$ cat src/hdl/tbcc_pkg.sv
// Package: shared types, register map and constants of the convolutional encoder.
`timescale 1ns / 1ps
package tbcc_pkg;

  // Field widths of the channel payload and the configuration registers
  localparam int SYM_W    = 4;
  localparam int POLY_W   = 7;
  localparam int MEML_W   = 3;
  localparam int OUTC_W   = 3;
  localparam int NUM_POLY = 4;

  // Configuration port geometry
  localparam int ADDR_W   = 5;
  localparam int DATA_W   = 32;
  localparam int REGIDX_W = 3;

  // Register indexes
  localparam logic [REGIDX_W-1:0] REG_MODE   = 3'd0;
  localparam logic [REGIDX_W-1:0] REG_MEMLEN = 3'd1;
  localparam logic [REGIDX_W-1:0] REG_OUTCNT = 3'd2;
  localparam logic [REGIDX_W-1:0] REG_POLY0  = 3'd3;
  localparam logic [REGIDX_W-1:0] REG_POLY1  = 3'd4;
  localparam logic [REGIDX_W-1:0] REG_POLY2  = 3'd5;
  localparam logic [REGIDX_W-1:0] REG_POLY3  = 3'd6;

  // Framing modes
  localparam logic MODE_ZT = 1'b0;
  localparam logic MODE_TB = 1'b1;

  // Register reset values
  localparam logic [MEML_W-1:0] MEMLEN_RST = 3'd2;
  localparam logic [OUTC_W-1:0] OUTCNT_RST = 3'd2;
  localparam logic [POLY_W-1:0] POLY0_RST  = 7'd5;
  localparam logic [POLY_W-1:0] POLY1_RST  = 7'd7;
  localparam logic [POLY_W-1:0] POLY2_RST  = 7'd0;
  localparam logic [POLY_W-1:0] POLY3_RST  = 7'd0;

  // Effective configuration seen by the datapath
  typedef struct packed {
    logic                                mode;
    logic [MEML_W-1:0]                   eff_mem;
    logic [OUTC_W-1:0]                   eff_out;
    logic [NUM_POLY-1:0][POLY_W-1:0]     gen_poly;
  } cfg_t;

  // Sequencer states
  typedef enum logic [2:0] {
    ST_IDLE = 3'b001,
    ST_RD   = 3'b010,
    ST_EMIT = 3'b100
  } seq_state_e;

endpackage

$ cat src/hdl/tbcc_if.sv
// Interfaces: message bit input channel and code symbol output channel.
`timescale 1ns / 1ps
interface tbcc_in_if;
  logic valid;
  logic ready;
  logic msg_bit;
  logic msg_last;

  modport source (output valid, output msg_bit, output msg_last, input ready);
  modport sink (input valid, input msg_bit, input msg_last, output ready);
endinterface

interface tbcc_out_if;
  import tbcc_pkg::*;
  logic             valid;
  logic             ready;
  logic [SYM_W-1:0] code_symbol;
  logic             cw_last;
  logic             error;

  modport source (output valid, output code_symbol, output cw_last, output error,
                  input ready);
  modport sink (input valid, input code_symbol, input cw_last, input error,
                output ready);
endinterface

$ cat src/hdl/tbcc_cfg.sv
// Configuration registers behind an APB-style port, with saturated effective values.
`timescale 1ns / 1ps
module tbcc_cfg #(
  parameter int MaxMem = 6,
  parameter int MaxOut = 4
) (
  input  logic                         clk_i,
  input  logic                         rst_ni,
  input  logic                         psel,
  input  logic                         penable,
  input  logic                         pwrite,
  input  logic [tbcc_pkg::ADDR_W-1:0]  paddr,
  input  logic [tbcc_pkg::DATA_W-1:0]  pwdata,
  output logic [tbcc_pkg::DATA_W-1:0]  prdata,
  output logic                         pready,
  output tbcc_pkg::cfg_t               cfg_o
);
  import tbcc_pkg::*;

  localparam int Lim = (MaxOut < NUM_POLY) ? MaxOut : NUM_POLY;

  logic                            mode_q;
  logic [MEML_W-1:0]               mem_len_q;
  logic [OUTC_W-1:0]               out_count_q;
  logic [NUM_POLY-1:0][POLY_W-1:0] poly_q;
  logic [REGIDX_W-1:0]             idx;
  logic                            wr_en;

  assign pready = 1'b1;
  assign idx    = paddr[ADDR_W-1:2];
  assign wr_en  = psel & penable & pwrite;

  // Register writes
  always_ff @(posedge clk_i or negedge rst_ni) begin
    if (!rst_ni) begin
      mode_q      <= MODE_ZT;
      mem_len_q   <= MEMLEN_RST;
      out_count_q <= OUTCNT_RST;
      poly_q[0]   <= POLY0_RST;
      poly_q[1]   <= POLY1_RST;
      poly_q[2]   <= POLY2_RST;
      poly_q[3]   <= POLY3_RST;
    end else if (wr_en) begin
      unique case (idx)
        REG_MODE:   mode_q      <= pwdata[0];
        REG_MEMLEN: mem_len_q   <= pwdata[MEML_W-1:0];
        REG_OUTCNT: out_count_q <= pwdata[OUTC_W-1:0];
        REG_POLY0:  poly_q[0]   <= pwdata[POLY_W-1:0];
        REG_POLY1:  poly_q[1]   <= pwdata[POLY_W-1:0];
        REG_POLY2:  poly_q[2]   <= pwdata[POLY_W-1:0];
        REG_POLY3:  poly_q[3]   <= pwdata[POLY_W-1:0];
        default: ;
      endcase
    end
  end

  // Read mux
  always_comb begin
    prdata = '0;
    unique case (idx)
      REG_MODE:   prdata = DATA_W'(mode_q);
      REG_MEMLEN: prdata = DATA_W'(mem_len_q);
      REG_OUTCNT: prdata = DATA_W'(out_count_q);
      REG_POLY0:  prdata = DATA_W'(poly_q[0]);
      REG_POLY1:  prdata = DATA_W'(poly_q[1]);
      REG_POLY2:  prdata = DATA_W'(poly_q[2]);
      REG_POLY3:  prdata = DATA_W'(poly_q[3]);
      default:    prdata = '0;
    endcase
  end

  // Saturate memory length and output count into their legal ranges
  always_comb begin
    cfg_o.mode     = mode_q;
    cfg_o.gen_poly = poly_q;
    if (mem_len_q == '0) begin
      cfg_o.eff_mem = MEML_W'(1);
    end else if (int'(mem_len_q) > MaxMem) begin
      cfg_o.eff_mem = MEML_W'(MaxMem);
    end else begin
      cfg_o.eff_mem = mem_len_q;
    end
    if (out_count_q == '0) begin
      cfg_o.eff_out = OUTC_W'(1);
    end else if (int'(out_count_q) > Lim) begin
      cfg_o.eff_out = OUTC_W'(Lim);
    end else begin
      cfg_o.eff_out = out_count_q;
    end
  end

endmodule

$ cat src/hdl/tbcc_enc_unit.sv
// Shared encoder step: forms the register value, the tap parities and the next state.
`timescale 1ns / 1ps
module tbcc_enc_unit #(
  parameter int MaxMem = 6
) (
  input  tbcc_pkg::cfg_t                cfg_i,
  input  logic [MaxMem-1:0]             st_i,
  input  logic                          bit_i,
  output logic [tbcc_pkg::SYM_W-1:0]    sym_o,
  output logic [MaxMem-1:0]             st_o
);
  import tbcc_pkg::*;

  localparam int RW = MaxMem + 1;
  localparam int EW = (RW > POLY_W) ? RW : POLY_W;

  logic [MaxMem-1:0]   mask;
  logic [RW-1:0]       r;
  logic [EW-1:0]       r_ext;
  logic [NUM_POLY-1:0] par;

  // State mask from the effective memory length
  always_comb begin
    for (int i = 0; i < MaxMem; i++) begin
      mask[i] = (i < int'(cfg_i.eff_mem));
    end
  end

  assign r     = {st_i & mask, bit_i} & {mask, 1'b1};
  assign r_ext = EW'(r);
  assign st_o  = r[MaxMem-1:0] & mask;

  // One parity per generator
  always_comb begin
    for (int p = 0; p < NUM_POLY; p++) begin
      par[p] = ^(EW'(cfg_i.gen_poly[p]) & r_ext);
    end
  end

  // Pack coded bit 0 into the top used position
  always_comb begin
    unique case (cfg_i.eff_out)
      3'd2:    sym_o = {2'b00, par[0], par[1]};
      3'd3:    sym_o = {1'b0, par[0], par[1], par[2]};
      3'd4:    sym_o = {par[0], par[1], par[2], par[3]};
      default: sym_o = {3'b000, par[0]};
    endcase
  end

endmodule

$ cat src/hdl/tbcc_seq.sv
// Sequencer: streaming path, bit buffer memory, tail-biting replay and output register.
`timescale 1ns / 1ps
module tbcc_seq #(
  parameter int MaxMem  = 6,
  parameter int MaxBits = 64
) (
  input  logic            clk_i,
  input  logic            rst_ni,
  input  tbcc_pkg::cfg_t  cfg_i,
  tbcc_in_if.sink         in_i,
  tbcc_out_if.source      out_o
);
  import tbcc_pkg::*;

  localparam int CntW = $clog2(MaxBits + 1);
  localparam int AW   = $clog2(MaxBits);

  seq_state_e          state_q, state_d;
  logic [MaxMem-1:0]   shift_q, shift_d;
  logic [MaxMem-1:0]   hist_q, hist_d;
  logic [MaxMem-1:0]   enc_st_q, enc_st_d;
  logic [CntW-1:0]     cnt_q, cnt_d;
  logic [CntW-1:0]     len_q, len_d;
  logic [CntW-1:0]     idx_q, idx_d;
  logic [CntW-1:0]     len_new;
  logic                ovf_q, ovf_d;
  logic                rd_data_q;
  logic                mem [MaxBits];
  logic                mem_we;
  logic                stored;

  logic                out_valid_q, out_valid_d;
  logic [SYM_W-1:0]    sym_q, sym_d;
  logic                last_q, last_d;
  logic                err_q, err_d;
  logic                out_load;
  logic                out_free;

  logic                in_acc;
  logic [MaxMem-1:0]   eu_st;
  logic                eu_bit;
  logic [SYM_W-1:0]    eu_sym;
  logic [MaxMem-1:0]   eu_st_next;

  assign out_free  = ~out_valid_q | out_o.ready;
  assign in_i.ready = (state_q == ST_IDLE) & out_free;
  assign in_acc    = in_i.valid & in_i.ready;
  assign stored    = (cnt_q < CntW'(MaxBits));
  assign len_new   = stored ? cnt_q + CntW'(1) : cnt_q;

  // Shared encoder step: streaming bit while idle, buffered bit during replay
  assign eu_st  = (state_q == ST_IDLE) ? shift_q : enc_st_q;
  assign eu_bit = (state_q == ST_IDLE) ? in_i.msg_bit : rd_data_q;

  tbcc_enc_unit #(.MaxMem(MaxMem)) u_enc (
    .cfg_i (cfg_i),
    .st_i  (eu_st),
    .bit_i (eu_bit),
    .sym_o (eu_sym),
    .st_o  (eu_st_next)
  );

  // Control
  always_comb begin
    state_d  = state_q;
    shift_d  = shift_q;
    hist_d   = hist_q;
    enc_st_d = enc_st_q;
    cnt_d    = cnt_q;
    len_d    = len_q;
    idx_d    = idx_q;
    ovf_d    = ovf_q;
    mem_we   = 1'b0;
    out_load = 1'b0;
    sym_d    = sym_q;
    last_d   = last_q;
    err_d    = err_q;
    unique case (state_q)
      ST_IDLE: begin
        if (in_acc) begin
          if (cfg_i.mode == MODE_ZT) begin
            out_load = 1'b1;
            sym_d    = eu_sym;
            last_d   = in_i.msg_last;
            err_d    = 1'b0;
            shift_d  = in_i.msg_last ? '0 : eu_st_next;
          end else begin
            if (stored) begin
              mem_we = 1'b1;
              cnt_d  = len_new;
              hist_d = MaxMem'({hist_q, in_i.msg_bit});
            end else begin
              ovf_d = 1'b1;
            end
            if (in_i.msg_last) begin
              cnt_d   = '0;
              ovf_d   = 1'b0;
              shift_d = '0;
              if (ovf_q | ~stored | (len_new < CntW'(cfg_i.eff_mem))) begin
                out_load = 1'b1;
                sym_d    = '0;
                last_d   = 1'b1;
                err_d    = 1'b1;
              end else begin
                len_d    = len_new;
                idx_d    = '0;
                enc_st_d = MaxMem'({hist_q, in_i.msg_bit});
                state_d  = ST_RD;
              end
            end
          end
        end
      end
      ST_RD: begin
        state_d = ST_EMIT;
      end
      ST_EMIT: begin
        if (out_free) begin
          out_load = 1'b1;
          sym_d    = eu_sym;
          last_d   = (idx_q + CntW'(1) == len_q);
          err_d    = 1'b0;
          enc_st_d = eu_st_next;
          idx_d    = idx_q + CntW'(1);
          state_d  = (idx_q + CntW'(1) == len_q) ? ST_IDLE : ST_RD;
        end
      end
      default: state_d = ST_IDLE;
    endcase
  end

  assign out_valid_d = out_load | (out_valid_q & ~out_o.ready);

  // Control registers
  always_ff @(posedge clk_i or negedge rst_ni) begin
    if (!rst_ni) begin
      state_q     <= ST_IDLE;
      shift_q     <= '0;
      hist_q      <= '0;
      cnt_q       <= '0;
      ovf_q       <= 1'b0;
      len_q       <= '0;
      idx_q       <= '0;
      out_valid_q <= 1'b0;
    end else begin
      state_q     <= state_d;
      shift_q     <= shift_d;
      hist_q      <= hist_d;
      cnt_q       <= cnt_d;
      ovf_q       <= ovf_d;
      len_q       <= len_d;
      idx_q       <= idx_d;
      out_valid_q <= out_valid_d;
    end
  end

  // Payload registers
  always_ff @(posedge clk_i) begin
    enc_st_q <= enc_st_d;
    if (out_load) begin
      sym_q  <= sym_d;
      last_q <= last_d;
      err_q  <= err_d;
    end
  end

  // Bit buffer: one write port, one registered read port
  always_ff @(posedge clk_i) begin
    if (mem_we) begin
      mem[cnt_q[AW-1:0]] <= in_i.msg_bit;
    end
    if (state_q == ST_RD) begin
      rd_data_q <= mem[idx_q[AW-1:0]];
    end
  end

  assign out_o.valid       = out_valid_q;
  assign out_o.code_symbol = sym_q;
  assign out_o.cw_last     = last_q;
  assign out_o.error       = err_q;

endmodule

$ cat src/hdl/conv_encoder_zt_tailbiting_top.sv
// Top level: rate 1/n convolutional encoder, zero-terminated or tail-biting.
// Zero-terminated: one bit per cycle while the output is free; symbol next cycle.
// Tail-biting: bits go one per cycle into the buffer while the output is free; the
// last bit starts a replay with a buffer read, then an encode, for each symbol.
// Length errors give their single result in the cycle after the last bit.
// Asynchronous active-low reset clears state, counters, config and output valid.
`timescale 1ns / 1ps
module conv_encoder_zt_tailbiting_top #(
  parameter int MAX_MEM  = 6,
  parameter int MAX_OUT  = 4,
  parameter int MAX_BITS = 64
) (
  input  logic                         clk_i,
  input  logic                         rst_ni,
  input  logic                         psel,
  input  logic                         penable,
  input  logic                         pwrite,
  input  logic [tbcc_pkg::ADDR_W-1:0]  paddr,
  input  logic [tbcc_pkg::DATA_W-1:0]  pwdata,
  output logic [tbcc_pkg::DATA_W-1:0]  prdata,
  output logic                         pready,
  tbcc_in_if.sink                      in_i,
  tbcc_out_if.source                   out_o
);
  import tbcc_pkg::*;

  cfg_t cfg;

  // Configuration registers
  tbcc_cfg #(.MaxMem(MAX_MEM), .MaxOut(MAX_OUT)) u_cfg (
    .clk_i   (clk_i),
    .rst_ni  (rst_ni),
    .psel    (psel),
    .penable (penable),
    .pwrite  (pwrite),
    .paddr   (paddr),
    .pwdata  (pwdata),
    .prdata  (prdata),
    .pready  (pready),
    .cfg_o   (cfg)
  );

  // Encoder sequencer
  tbcc_seq #(.MaxMem(MAX_MEM), .MaxBits(MAX_BITS)) u_seq (
    .clk_i  (clk_i),
    .rst_ni (rst_ni),
    .cfg_i  (cfg),
    .in_i   (in_i),
    .out_o  (out_o)
  );

endmodule

$ cat src/flat_wrapper.sv
// flat-port wrapper written by rule: the top's interface ports become plain ports
module conv_encoder_zt_tailbiting_top_flat import tbcc_pkg::*;
#(
  parameter int MAX_MEM  = 6,
  parameter int MAX_OUT  = 4,
  parameter int MAX_BITS = 64
)
  (clk_i, rst_ni, psel, penable, pwrite, paddr, pwdata, prdata, pready, in_i_valid, in_i_msg_bit, in_i_msg_last, in_i_ready, out_o_valid, out_o_code_symbol, out_o_cw_last, out_o_error, out_o_ready);
  tbcc_in_if in_i_i ();
  tbcc_out_if out_o_i ();
  input  logic clk_i;
  input  logic rst_ni;
  input  logic psel;
  input  logic penable;
  input  logic pwrite;
  input  logic [tbcc_pkg::ADDR_W-1:0] paddr;
  input  logic [tbcc_pkg::DATA_W-1:0] pwdata;
  output logic [tbcc_pkg::DATA_W-1:0] prdata;
  output logic pready;
  input wire logic [$bits(in_i_i.valid)-1:0] in_i_valid;
  input wire logic [$bits(in_i_i.msg_bit)-1:0] in_i_msg_bit;
  input wire logic [$bits(in_i_i.msg_last)-1:0] in_i_msg_last;
  output wire logic [$bits(in_i_i.ready)-1:0] in_i_ready;
  output wire logic [$bits(out_o_i.valid)-1:0] out_o_valid;
  output wire logic [$bits(out_o_i.code_symbol)-1:0] out_o_code_symbol;
  output wire logic [$bits(out_o_i.cw_last)-1:0] out_o_cw_last;
  output wire logic [$bits(out_o_i.error)-1:0] out_o_error;
  input wire logic [$bits(out_o_i.ready)-1:0] out_o_ready;
  assign in_i_i.valid = in_i_valid;
  assign in_i_i.msg_bit = in_i_msg_bit;
  assign in_i_i.msg_last = in_i_msg_last;
  assign in_i_ready = in_i_i.ready;
  assign out_o_valid = out_o_i.valid;
  assign out_o_code_symbol = out_o_i.code_symbol;
  assign out_o_cw_last = out_o_i.cw_last;
  assign out_o_error = out_o_i.error;
  assign out_o_i.ready = out_o_ready;
  conv_encoder_zt_tailbiting_top #(.MAX_MEM(MAX_MEM), .MAX_OUT(MAX_OUT), .MAX_BITS(MAX_BITS)) u_core (.clk_i(clk_i), .rst_ni(rst_ni), .psel(psel), .penable(penable), .pwrite(pwrite), .paddr(paddr), .pwdata(pwdata), .prdata(prdata), .pready(pready), .in_i(in_i_i), .out_o(out_o_i));
endmodule
$ cat config.mk
export PLATFORM = sky130hd
export DESIGN_NAME = conv_encoder_zt_tailbiting_top_flat
export DESIGN_NICKNAME = d
export VERILOG_FILES = /design/src/hdl/tbcc_pkg.sv /design/src/hdl/tbcc_if.sv /design/src/hdl/tbcc_cfg.sv /design/src/hdl/tbcc_enc_unit.sv /design/src/hdl/tbcc_seq.sv /design/src/hdl/conv_encoder_zt_tailbiting_top.sv /design/src/flat_wrapper.sv
export SDC_FILE = /design/constraint.sdc
export NUM_CORES = 1
export LEC_CHECK = 0
export ABC_AREA = 1
export BUFFER_PORTS_ARGS = -buffer_cell sky130_fd_sc_hd__buf_4
export CORE_ASPECT_RATIO = 0.75
export CORE_UTILIZATION = 55
export CTS_BUF_LIST = sky130_fd_sc_hd__clkbuf_4
export DETAILED_ROUTE_END_ITERATION = 7
export PLACE_DENSITY = 0.77
export SETUP_SLACK_MARGIN = 0.5
export SLEW_MARGIN = 20
export SYNTH_ARGS = -nofsm -noshare
export SYNTH_HDL_FRONTEND = slang
export SYNTH_HIERARCHICAL = 1
export SYNTH_SLANG_ARGS = --single-unit
$ cat constraint.sdc
create_clock -name clk_i -period 2.8 [get_ports clk_i]
set_input_delay 0.14 -clock clk_i [delete_from_list [all_inputs] [get_ports clk_i]]
set_output_delay 0.14 -clock clk_i [all_outputs]
set_load 0.02 [all_outputs]
# Word-level counts from Yosys, hierarchy flattened
# Memory sizes are Yosys's and may differ from the RTL's. A register that Yosys moved wholly into a read port is not among the register bits.
# Cells that the tools add are included.
# W data, S select, Z words.
# word_totals
memories,1
mem_bits_ro,0
register_bits,84
ram_bits,64
latch_bits,0
# op_classes
n_reduce_logical,24
n_addsub,2
order_cmp,10
shifts,0
div,0
n_mux,63
n_eq_ne,22
mul,0
bitwise,20
# memory_table
name,depth,width,read_ports,rd_ports_with_merged_regs,wr,line_no,source
u_core.u_seq.mem,64,1,1,1,1,tbcc_seq.sv:28,logic mem [MaxBits];
# ops
cell,n
$mux W7,8
$mux W6,9
$pmux W7 S7,1
$and A7 B7 Y7,5
$reduce_xor A7 Y1,4
$mux W3,9
$mux W1,22
$mux W4,5
$eq A3 B2 Y1 const B,5
$eq A3 B3 Y1 const B,5
$add A7 B1 Y7 const B,2
$pmux W7 S2,1
$reduce_and A2 Y1,7
$and A6 B6 Y6,2
$ne A2 B2 Y1 const B,6
$pmux W4 S3,1
$pmux W6 S2,1
$reduce_and A4 Y1,3
$reduce_and A6 Y1,2
$reduce_and A5 Y1,2
$logic_not A3 Y1,3
$pmux W3 S3,1
$pmux W4 S2,1
$eq A7 B7 Y1,1
other kinds (16),35

# Depth between registers and ports, before layout
# Gate-level depths: netlist of run 1.
# logic_depth
ltp_word,12
ltp_mapped,19

# Hierarchy
# The synthesis of run 1 kept the hierarchy.
# modules_own_cells
module,cells_each,seq_area_each_um2,instances,area_each_um2
tbcc_seq,611,3239.4,1,5529.1
tbcc_cfg,262,884.6,1,2114.5
tbcc_enc_unit,176,0.0,1,789.5

# Worst setup path after synthesis of run 1
# No wires, ideal clock.
# synth_timing
kind,register to register
from,register u_core.u_seq.cnt_q[0]
to,register u_core.u_seq.sym_q[0] (netlist: u_core/u_seq/out_o.code_symbol[0]) (enable)
path_buffers,0
path_stages_with_launch,13
arrival_time_ps,2115
slack_ps,307
period_less_slack_ps,2493
cell_sequence,dfrtp_1 -> ha_1 -> inv_1 -> o21ai_0 -> nand2_1 -> inv_1 -> ha_1 -> a21oi_1 -> a21boi_0 -> nand3_2 -> nand2_1 -> o21ai_0 -> o21ai_0
# synth_via
elab_chain_len,10
# synth_rtl
item,line_no,source
from (decl),tbcc_seq.sv:22,"logic [CntW-1:0] cnt_q, cnt_d;"
from (signal assigned),tbcc_seq.sv:149,cnt_q <= cnt_d;
$add A7 B1 Y7 / $lt A7 B7 Y1 (equally long branches),"tbcc_seq.sv:49, tbcc_seq.sv:48",
$mux W7 *,tbcc_seq.sv:49,assign len_new = stored ? cnt_q + CntW'(1) : cnt_q;
net u_core.u_seq.len_new[2],tbcc_seq.sv:25,logic [CntW-1:0] len_new;
$lt A7 B3 Y1 *,tbcc_seq.sv:99,if (ovf_q | ~stored | (len_new < CntW'(cfg_i.eff_mem))) begin
$or A1 B1 Y1 *,tbcc_seq.sv:99,
$mux W1,tbcc_seq.sv:99,
$mux W1,tbcc_seq.sv:95,if (in_i.msg_last) begin
$mux W1,tbcc_seq.sv:81,if (cfg_i.mode == MODE_ZT) begin
$mux W1,tbcc_seq.sv:80,if (in_acc) begin
$pmux W1 S2,tbcc_seq.sv:78,unique case (state_q)
$reduce_and A6 Y1 (no line) *,n/a,
to (signal assigned),tbcc_seq.sv:161,sym_q <= sym_d;
to (decl),tbcc_seq.sv:33,"logic [SYM_W-1:0] sym_q, sym_d;"
# Mark *: on every way through the listed nets, which the timed path passes. The rest lies on a longest branch.
# A chain may end at the register's enable or synchronous reset.

# Final worst setup path of run 1
# layout_timing
from,register u_core.u_seq.state_q[0]
to,register u_core.u_seq.sym_q[0] (netlist: u_core/u_seq/out_o.code_symbol[0]) (data pin)
# layout_via
elab_chain_len,10
# layout_rtl
item,line_no,source
from (decl),tbcc_seq.sv:18,"seq_state_e state_q, state_d;"
from (signal assigned),tbcc_seq.sv:146,state_q <= state_d;
$eq A3 B1 Y1 *,tbcc_seq.sv:52,assign eu_st = (state_q == ST_IDLE) ? shift_q : enc_st_q;
$mux W6 *,tbcc_seq.sv:52,
net u_core.u_seq.eu_st[3],tbcc_seq.sv:40,logic [MaxMem-1:0] eu_st;
$and A6 B6 Y6 *,tbcc_enc_unit.sv:29,"assign r = {st_i & mask, bit_i} & {mask, 1'b1};"
$and A7 B7 Y7 *,tbcc_enc_unit.sv:29,
$and A7 B7 Y7,tbcc_enc_unit.sv:36,par[p] = ^(EW'(cfg_i.gen_poly[p]) & r_ext);
$reduce_xor A7 Y1,tbcc_enc_unit.sv:36,
$pmux W4 S3 *,tbcc_enc_unit.sv:42,unique case (cfg_i.eff_out)
net u_core.u_seq.eu_sym[0],tbcc_seq.sv:42,logic [SYM_W-1:0] eu_sym;
$mux W4,tbcc_seq.sv:81,
$mux W4,tbcc_seq.sv:80,
$pmux W4 S2 *,tbcc_seq.sv:78,
net u_core.u_seq.sym_d[0],tbcc_seq.sv:33,
# Mark *: on every way through the listed nets, which the timed path passes. The rest lies on a longest branch. The select of a mux whose other input is x is not followed.

==> impl_metrics.ini, run 1 <==
[power]
p_leak_nw = 4.37
ir_drop_v = 0.000359
powerDensity_nw_per_um2 = 829

[synth]
avgSynthCellArea_um2 = 8.04
synth_area_um2 = 8430
yosysTopAreaCell = edfxtp_1
synth.area.top_cells = edfxtp_1 (27%), dfrtp_1 (19%), nand2_1 (12%)
synth.distinct_cells = 37
yosysTopAreaCellShare_pct = 27.4
ys_seq_area_share_pct = 48.9
synth-seq-cells = 149
synth_warnings = 6
synth_cells = 1049

[worst_setup_path]
cp_num_buf_inv = 3
crit_type = flop to flop
worst_setup_path_start_kind = flop
path_max_fanout = 7
cpMostUsedCell = nand2_1
cp_top_family = simple AND/OR/NAND/NOR gates
worstPathRequired_ns = 3.11
end_kind = flop
arrival_ns = 2.60
path_cells = nand3_4, o21ai_2, buf_6, nand2_1, nor2_2, nand3_1, nand2_1, nand2_1, nand2_2, inv_1, nand2_1, nand2_2, nand2_1, nand4_1, inv_1, nor2_1
crit_path_top_delay_cell = dfstp_2
slowest_delay_ns = 0.61

[grt]
grt_pass1_vias = 6423
grt_pass1_wl_mm = 33.0
grt_max_degree = 73
grt_usage_pct = 27.0
overflow = 0
antenna_found_initial = 0

[timing]
rsz0062_at_grt = true
tightest_slew_ns = 0.946
max_freq_mhz = 437
fin_crit_sh_pct = 81.6
setup_tns_ns = 0
final-hold-violation-count = 0
setup_violations = 0
finClkSkew_ns = 0.0174
setup_ws_ns = 0.514
relSlewSlack_pct = 36.9
period_needed_ns = 2.29
slew_violations = 0

[place]
hpwl_mm = 14.1
finalWeightedCongestion = 0.907
portBuffers = 33
place_ws_ns = 0.226
dpl_cell_area_um2 = 8770

[die]
die_area_um2 = 15800
die_w_um = 145
core_area_um2 = 14700
boundaryPins = 87
die_h_um = 109
initial_utilization_pct = 57.2
rows = 38

[clock_network]
cts.clk_slew.worst_paths_ns = 0.14
cts_sinks = 149
htreeDepth = 4
cts-buffers-inserted = 17
cts_root_buffer = clkbuf_4
clock_path_buffers = 2
cts_tree = built
clkLatencyLatePin_ns = 0.56

[routing]
wl_mm = 20.9
routedWlPerCell_um = 15.6
drtPass1Iterations = 6
drtIter0Drc = 825
viasPerCell = 5.58
ant_nets = 0
route.detailed.drc = 0
num_vias = 7478

[job]
maxCapViolCount = 0

[finish]
antenna_cells = 0
syn_to_final_growth_pct = 16.9
final_area_um2 = 9860
finish.utilization_pct = 66.9
layout.nets = 1176
layout-drive-gt1-share_pct = 20.4
num-fill-cells = 1230

[worst_hold_path]
min_path_type = primary input to flop

[run_status]
status = completed
[logic make-up after synthesis]
| logic type | Yosys count | share of synthesized area (%) |
|---|---|---|
| AND/OR/NAND/NOR | 592 | 32.3 |
| buffers and inverters | 160 | 9.02 |
| flip-flops | 149 | 48.9 |
| AO/OA/AOI/OAI | 137 | 8.55 |
| XOR/XNOR | 5 | 0.519 |
| adder cells (fa/ha/maj) | 4 | 0.593 |
| other | 2 | 0.0891 |
[cells in the final DEF, fill, tap and decap left out, drive strengths merged]
| master | Yosys | final |
|---|---|---|
| a211oi | 2 | 2 |
| clkbuf | 19 | 18 |
| a21oi | 9 | 9 |
| o22ai | 20 | 20 |
| clkinvlp | 0 | 4 |
| nand3b | 5 | 5 |
| bufinv | 0 | 4 |
| o21ai | 104 | 104 |
| xor2 | 2 | 2 |
| nor2 | 152 | 152 |
| a21boi | 2 | 2 |
| and3 | 1 | 1 |
| nand4 | 26 | 26 |
| xnor2 | 3 | 3 |
| dfstp | 8 | 8 |
| dfrtp | 64 | 64 |
| inv | 100 | 101 |
| clkinv | 1 | 6 |
| ha | 4 | 4 |
| buf | 40 | 77 |
| edfxtp | 77 | 77 |
| dlygate4sd3 | 0 | 15 |
| conb | 2 | 26 |
| nand3 | 115 | 116 |
| nand2 | 289 | 289 |
| nor3 | 4 | 4 |
[report_power, final]
| group | internal (mW) | switching [mW] |
|---|---|---|
| logic | 1.24 | 2.33 |
| registers | 2.71 | 0.346 |
| clock network | 0.728 | 0.819 |
| total | 4.68 | 3.49 |
[registers in the layout, indices dropped and copies added (netlist names), 3 cells and up]
signal,flops
u_core/u_seq/cnt_q,7
u_core/u_seq/out_o.code_symbol,4
u_core/u_seq/hist_q,5
u_core/u_seq/idx_q,7
u_core/u_seq/shift_q,6
u_core/u_cfg/out_count_q,3
u_core/u_seq/state_q,3
u_core/u_cfg/mem_len_q,3
u_core/u_seq/enc_st_q,6
u_core/u_seq/len_q,7
u_core/u_cfg/cfg_o,28
u_core/u_seq/mem,64
[metrics by stage]
stage          std cells  hold slack, ns  power [mW]
6_report            1339          0.0434        8.18
5_1_grt             1339          0.0181        8.68
4_1_cts             1317         0.00849        7.70
3_5_place_dp        1262           0.337        5.92
3_3_place_gp        1262           0.328        5.84
2_1_floorplan       1073          -0.156        5.02
[final cells by class]
type | count | area (µm²) | area share, %
Clock inverter | 14 | 200 | 2.03
Inverter | 101 | 398 | 4.04
Timing Repair Buffer | 92 | 779 | 7.91
Tap cell | 200 | 250 | 2.54
Sequential cell | 149 | 4130 | 41.9
Clock buffer | 18 | 135 | 1.37
Multi-Input combinational cell | 765 | 3970 | 40.3
[synthesized netlist by cell type (all sizes together)]
master and n:
inv 100, conb 2, nor3 4, clkinv 1, a211oi 2, dfrtp 64, nor2 152, nand2 289
edfxtp 77, o21ai 104, o22ai 20, a21boi 2, ha 4, xor2 2, nand3b 5, nand3 115
and3 1, buf 40, dfstp 8, a21oi 9, clkbuf 19, nand4 26, xnor2 3
[path summary, 6_finish.rpt]
| check | end | from | slack (ns) | cells past startpoint |
|---|---|---|---|---|
| worst max register to register | u_core/u_seq/out_o.code_symbol[0]$_DFFE_PP_ | u_core/u_seq/state_q[0]$_DFFE_PN1P_ | 0.51 | 16 |
| worst max-delay path | u_core/u_seq/out_o.code_symbol[0]$_DFFE_PP_ | u_core/u_seq/state_q[0]$_DFFE_PN1P_ | 0.51 | 16 |
| min in group asynchronous | u_core/u_seq/len_q[6]$_DFFE_PN0P_ | rst_ni | 0.24 | 2 |
| max in group asynchronous | u_core/u_seq/cnt_q[2]$_DFFE_PN0P_ | rst_ni | 1.88 | 2 |
| worst min register to register | u_core/u_seq/hist_q[1]$_DFFE_PN0P_ | u_core/u_seq/hist_q[1]$_DFFE_PN0P_ | 0.50 | 2 |
| worst min-delay path | u_core/u_cfg/cfg_o[3]$_DFFE_PN0P_ | psel | 0.04 | 5 |
[what timing repair did]
item / CTS / global route
pin swaps: 3 / 30
resized for setup: 24 / 86
endpoints found under the hold margin: 109 / 0
gates cloned: 1 / 0
setup buffers: 7 / 22
hold buffers: 15 / 0
endpoints found under the setup margin: 66 / 97
[per-layer routing]
metal	global-route usage [%]	part of all wire (%)	up-vias
li1	-	-	3586
met1	40.5	46	3517
met2	38.9	44	349
met3	5.69	9.1	26
met4	8.28	1.2	0
met5	0	0	-
[worst min-delay path: stages]
cell and delay, ns:
buf_4 0.12, nand2_1 0.10, nor2_4 0.08, nand3_1 0.08, nand2_1 0.05
No activity file was read; power rests on OpenSTA's default activity.
==> run 2: changes to the inputs <==
Settings changed: ABC_AREA 1 to 0, PLACE_DENSITY 0.77 to 0.8.
Clock period 2.8 ns to 2 ns, I/O delays scaled along.
==> impl_metrics.ini, run 2 <==
[synth]
synth_top_family_by_area = simple AND/OR/NAND/NOR gates
ys_seq_area_share_pct = 51.1
synth.distinct_cells = 70
yosysMostFrequentCell = nor2_1
synth_cells = 711
yosysTopAreaCellShare_pct = 28.7
yosys.area_share.xor_xnor_pct = 3.77
synth-seq-cells = 149
yosysTopAreaCell = edfxtp_1
synth-simple-area-share_pct = 16.7
ys.flop_type = edfxtp_1
synth_mux_area_share_pct = 15.0
synth-edff-count = 77
synth.area.top_cells = edfxtp_1 (29%), dfrtp_1 (20%), mux2_2 (7.3%)
synth_compound_area_share_pct = 7.11
synth_warnings = 6
synth_area_um2 = 8070
synthArstFlopShare_pct = 48.3
synth_common_cells = nor2_1 (81), edfxtp_1 (77), dfrtp_1 (64)
yosys.area_share.adder_pct = 0.621
avgSynthCellArea_um2 = 11.3

[timing]
setup_ws_ns = -0.830
final-hold-violation-count = 0
max_freq_mhz = 353
relSlewSlack_pct = 28.9
hold_slack_ns = 0.0292
setup_tns_ns = -54.48
slew_violations = 0
setup_violations = 114
fin_crit_sh_pct = 141
rsz0062_at_grt = true
period_needed_ns = 2.83
tightest_slew_ns = 1.06
finClkSkew_ns = 0.0299

[place]
hpwl_mm = 14.5
portBuffers = 33
finalWeightedCongestion = 0.963
dpl_cell_area_um2 = 9050

[worst_setup_path]
arrival_ns = 3.19
r2r_cells = 10
worstPathRequired_ns = 2.36
crit_type = flop to flop
worst_setup_path_start_kind = flop
end_kind = flop
path_max_fanout = 9

[die]
core_area_um2 = 14000
boundaryPins = 87
initial_utilization_pct = 57.5
die_w_um = 142
die_area_um2 = 15200
die_h_um = 107
rows = 37

[routing]
ant_nets = 0
wl_mm = 25.1
route.detailed.drc = 0
num_vias = 6688
routedWlPerCell_um = 24.0
drtPass1Iterations = 6
viasPerCell = 6.41
drtIter0Drc = 1044

[grt]
grt_max_degree = 65
grt_pass1_vias = 6099
grt_usage_pct = 30.1
grt_pass1_wl_mm = 33.4
antenna_found_initial = 0
overflow = 0

[clock_network]
htreeDepth = 4
cts_sinks = 149
cts.clk_slew.worst_paths_ns = 0.15
clkLatencyLatePin_ns = 0.60
cts_root_buffer = clkbuf_4
cts_tree = built
clock_path_buffers = 2
cts-buffers-inserted = 17

[job]
maxCapViolCount = 0

[finish]
antenna_cells = 0
largest_reg_flops = 64
syn_to_final_growth_pct = 32.3
num-fill-cells = 806
final_area_um2 = 10700
final_common_cell = buf_4
most-common-layout-cells = buf_4 (96), edfxtp_1 (77), nor2_4 (64)
layout-drive-gt1-share_pct = 48.3
layout.nets = 886

[power]
ir_drop_v = 0.000468
p_leak_nw = 4.02
finalPower_mw = 8.99
powerDensity_nw_per_um2 = 842

[run_status]
failed_checks = setup timing
status = finished with violations

[worst_hold_path]
min_path_type = primary input to async pin
-- run 2: cell count changes after synthesis, sizes merged, moves of 16 or more --
cell   before  now
xnor2       3   19
inv       100   15
mux4        0   17
nand3     115   35
nor2      152   86
mux2        0   58
nand4      26    7
o21ai     104   25
nand2     289   60
o22ai      20    3
-- run 2: kinds of logic after synthesis --
kind of cell	after synthesis
mux	90
compound gates	88
other cells	2
fa+ha+maj	4
flops	149
buf+inv	81
xor+xnor	30
simple gates	267
-- run 2: path summary, 6_finish.rpt --
| path | from | endpoint | slack, ns |
|---|---|---|---|
| max | u_core/u_seq/state_q[0]$_DFFE_PN1P_ | u_core/u_seq/out_o.code_symbol[0]$_DFFE_PP_ | -0.83 |
| min | rst_ni | u_core/u_seq/state_q[0]$_DFFE_PN1P_ | 0.03 |
| max reg2reg | u_core/u_seq/state_q[0]$_DFFE_PN1P_ | u_core/u_seq/out_o.code_symbol[0]$_DFFE_PP_ | -0.83 |
| min reg2reg | u_core/u_seq/len_q[4]$_DFFE_PN0P_ | u_core/u_seq/len_q[4]$_DFFE_PN0P_ | 0.56 |
| max in group asynchronous | rst_ni | u_core/u_cfg/cfg_o[7]$_DFFE_PN1P_ | 1.65 |
| min in group clk_i | penable | u_core/u_cfg/mode_q$_DFFE_PN0P_ | 0.07 |
-- run 2: what timing repair did --
action	4_1_cts	5_1_grt
endpoints found under the hold margin	119	0
cloned	1	0
resized for setup	109	127
endpoints found under the setup margin	132	133
pin swaps	24	27
hold buffers	13	0
setup buffers	18	11
-- run 2: layout make-up --
cell class,count,area (µm²),share of cell area [%]
clock buffers,18,135,1.27
clock inverters,14,154,1.44
inverters,16,60.1,0.563
multi-input cells,506,4610,43.2
flip-flops and latches,149,4130,38.7
well taps,195,244,2.29
repair buffers,146,1330,12.5
-- run 2: layer usage --
| layer | GRT usage [%] | share of wire [%] | vias to the layer above |
|---|---|---|---|
| met5 | 0 | 0 | - |
| met4 | 11.1 | 3.6 | 0 |
| met3 | 10.6 | 12 | 106 |
| met2 | 43.8 | 45 | 519 |
| met1 | 41.7 | 39 | 3280 |
| li1 | - | - | 2783 |
-- run 2: report_power, final --
part           switching, mW  internal [mW]  leakage, nW  total (mW)
logic                   1.65           1.34         2.28        2.99
clock network           1.23          0.766        0.141        2.00
registers              0.400           3.60         1.60        4.00
total                   3.28           5.71         4.02        8.99
-- run 2: worst max-delay path: stages, from the launching register on --
cell	delay, ns
dfstp_2	0.56
nor3b_4	0.26
buf_12	0.18
mux2_4	0.36
nand3_1	0.14
a31oi_1	0.09
a311oi_2	0.27
xnor3_2	0.34
nor3_1	0.17
a211oi_1	0.07
and2_1	0.15
-- run 2: through the flow --
stage	utilization, %	setup WS [ns]	instances
after floorplan	-	-0.569	735
after global placement	64.5	-0.574	969
after detailed placement	64.5	-0.646	969
after CTS	71.4	-0.645	1033
after global routing	76.1	-0.884	1044
final	76.1	-0.830	1044
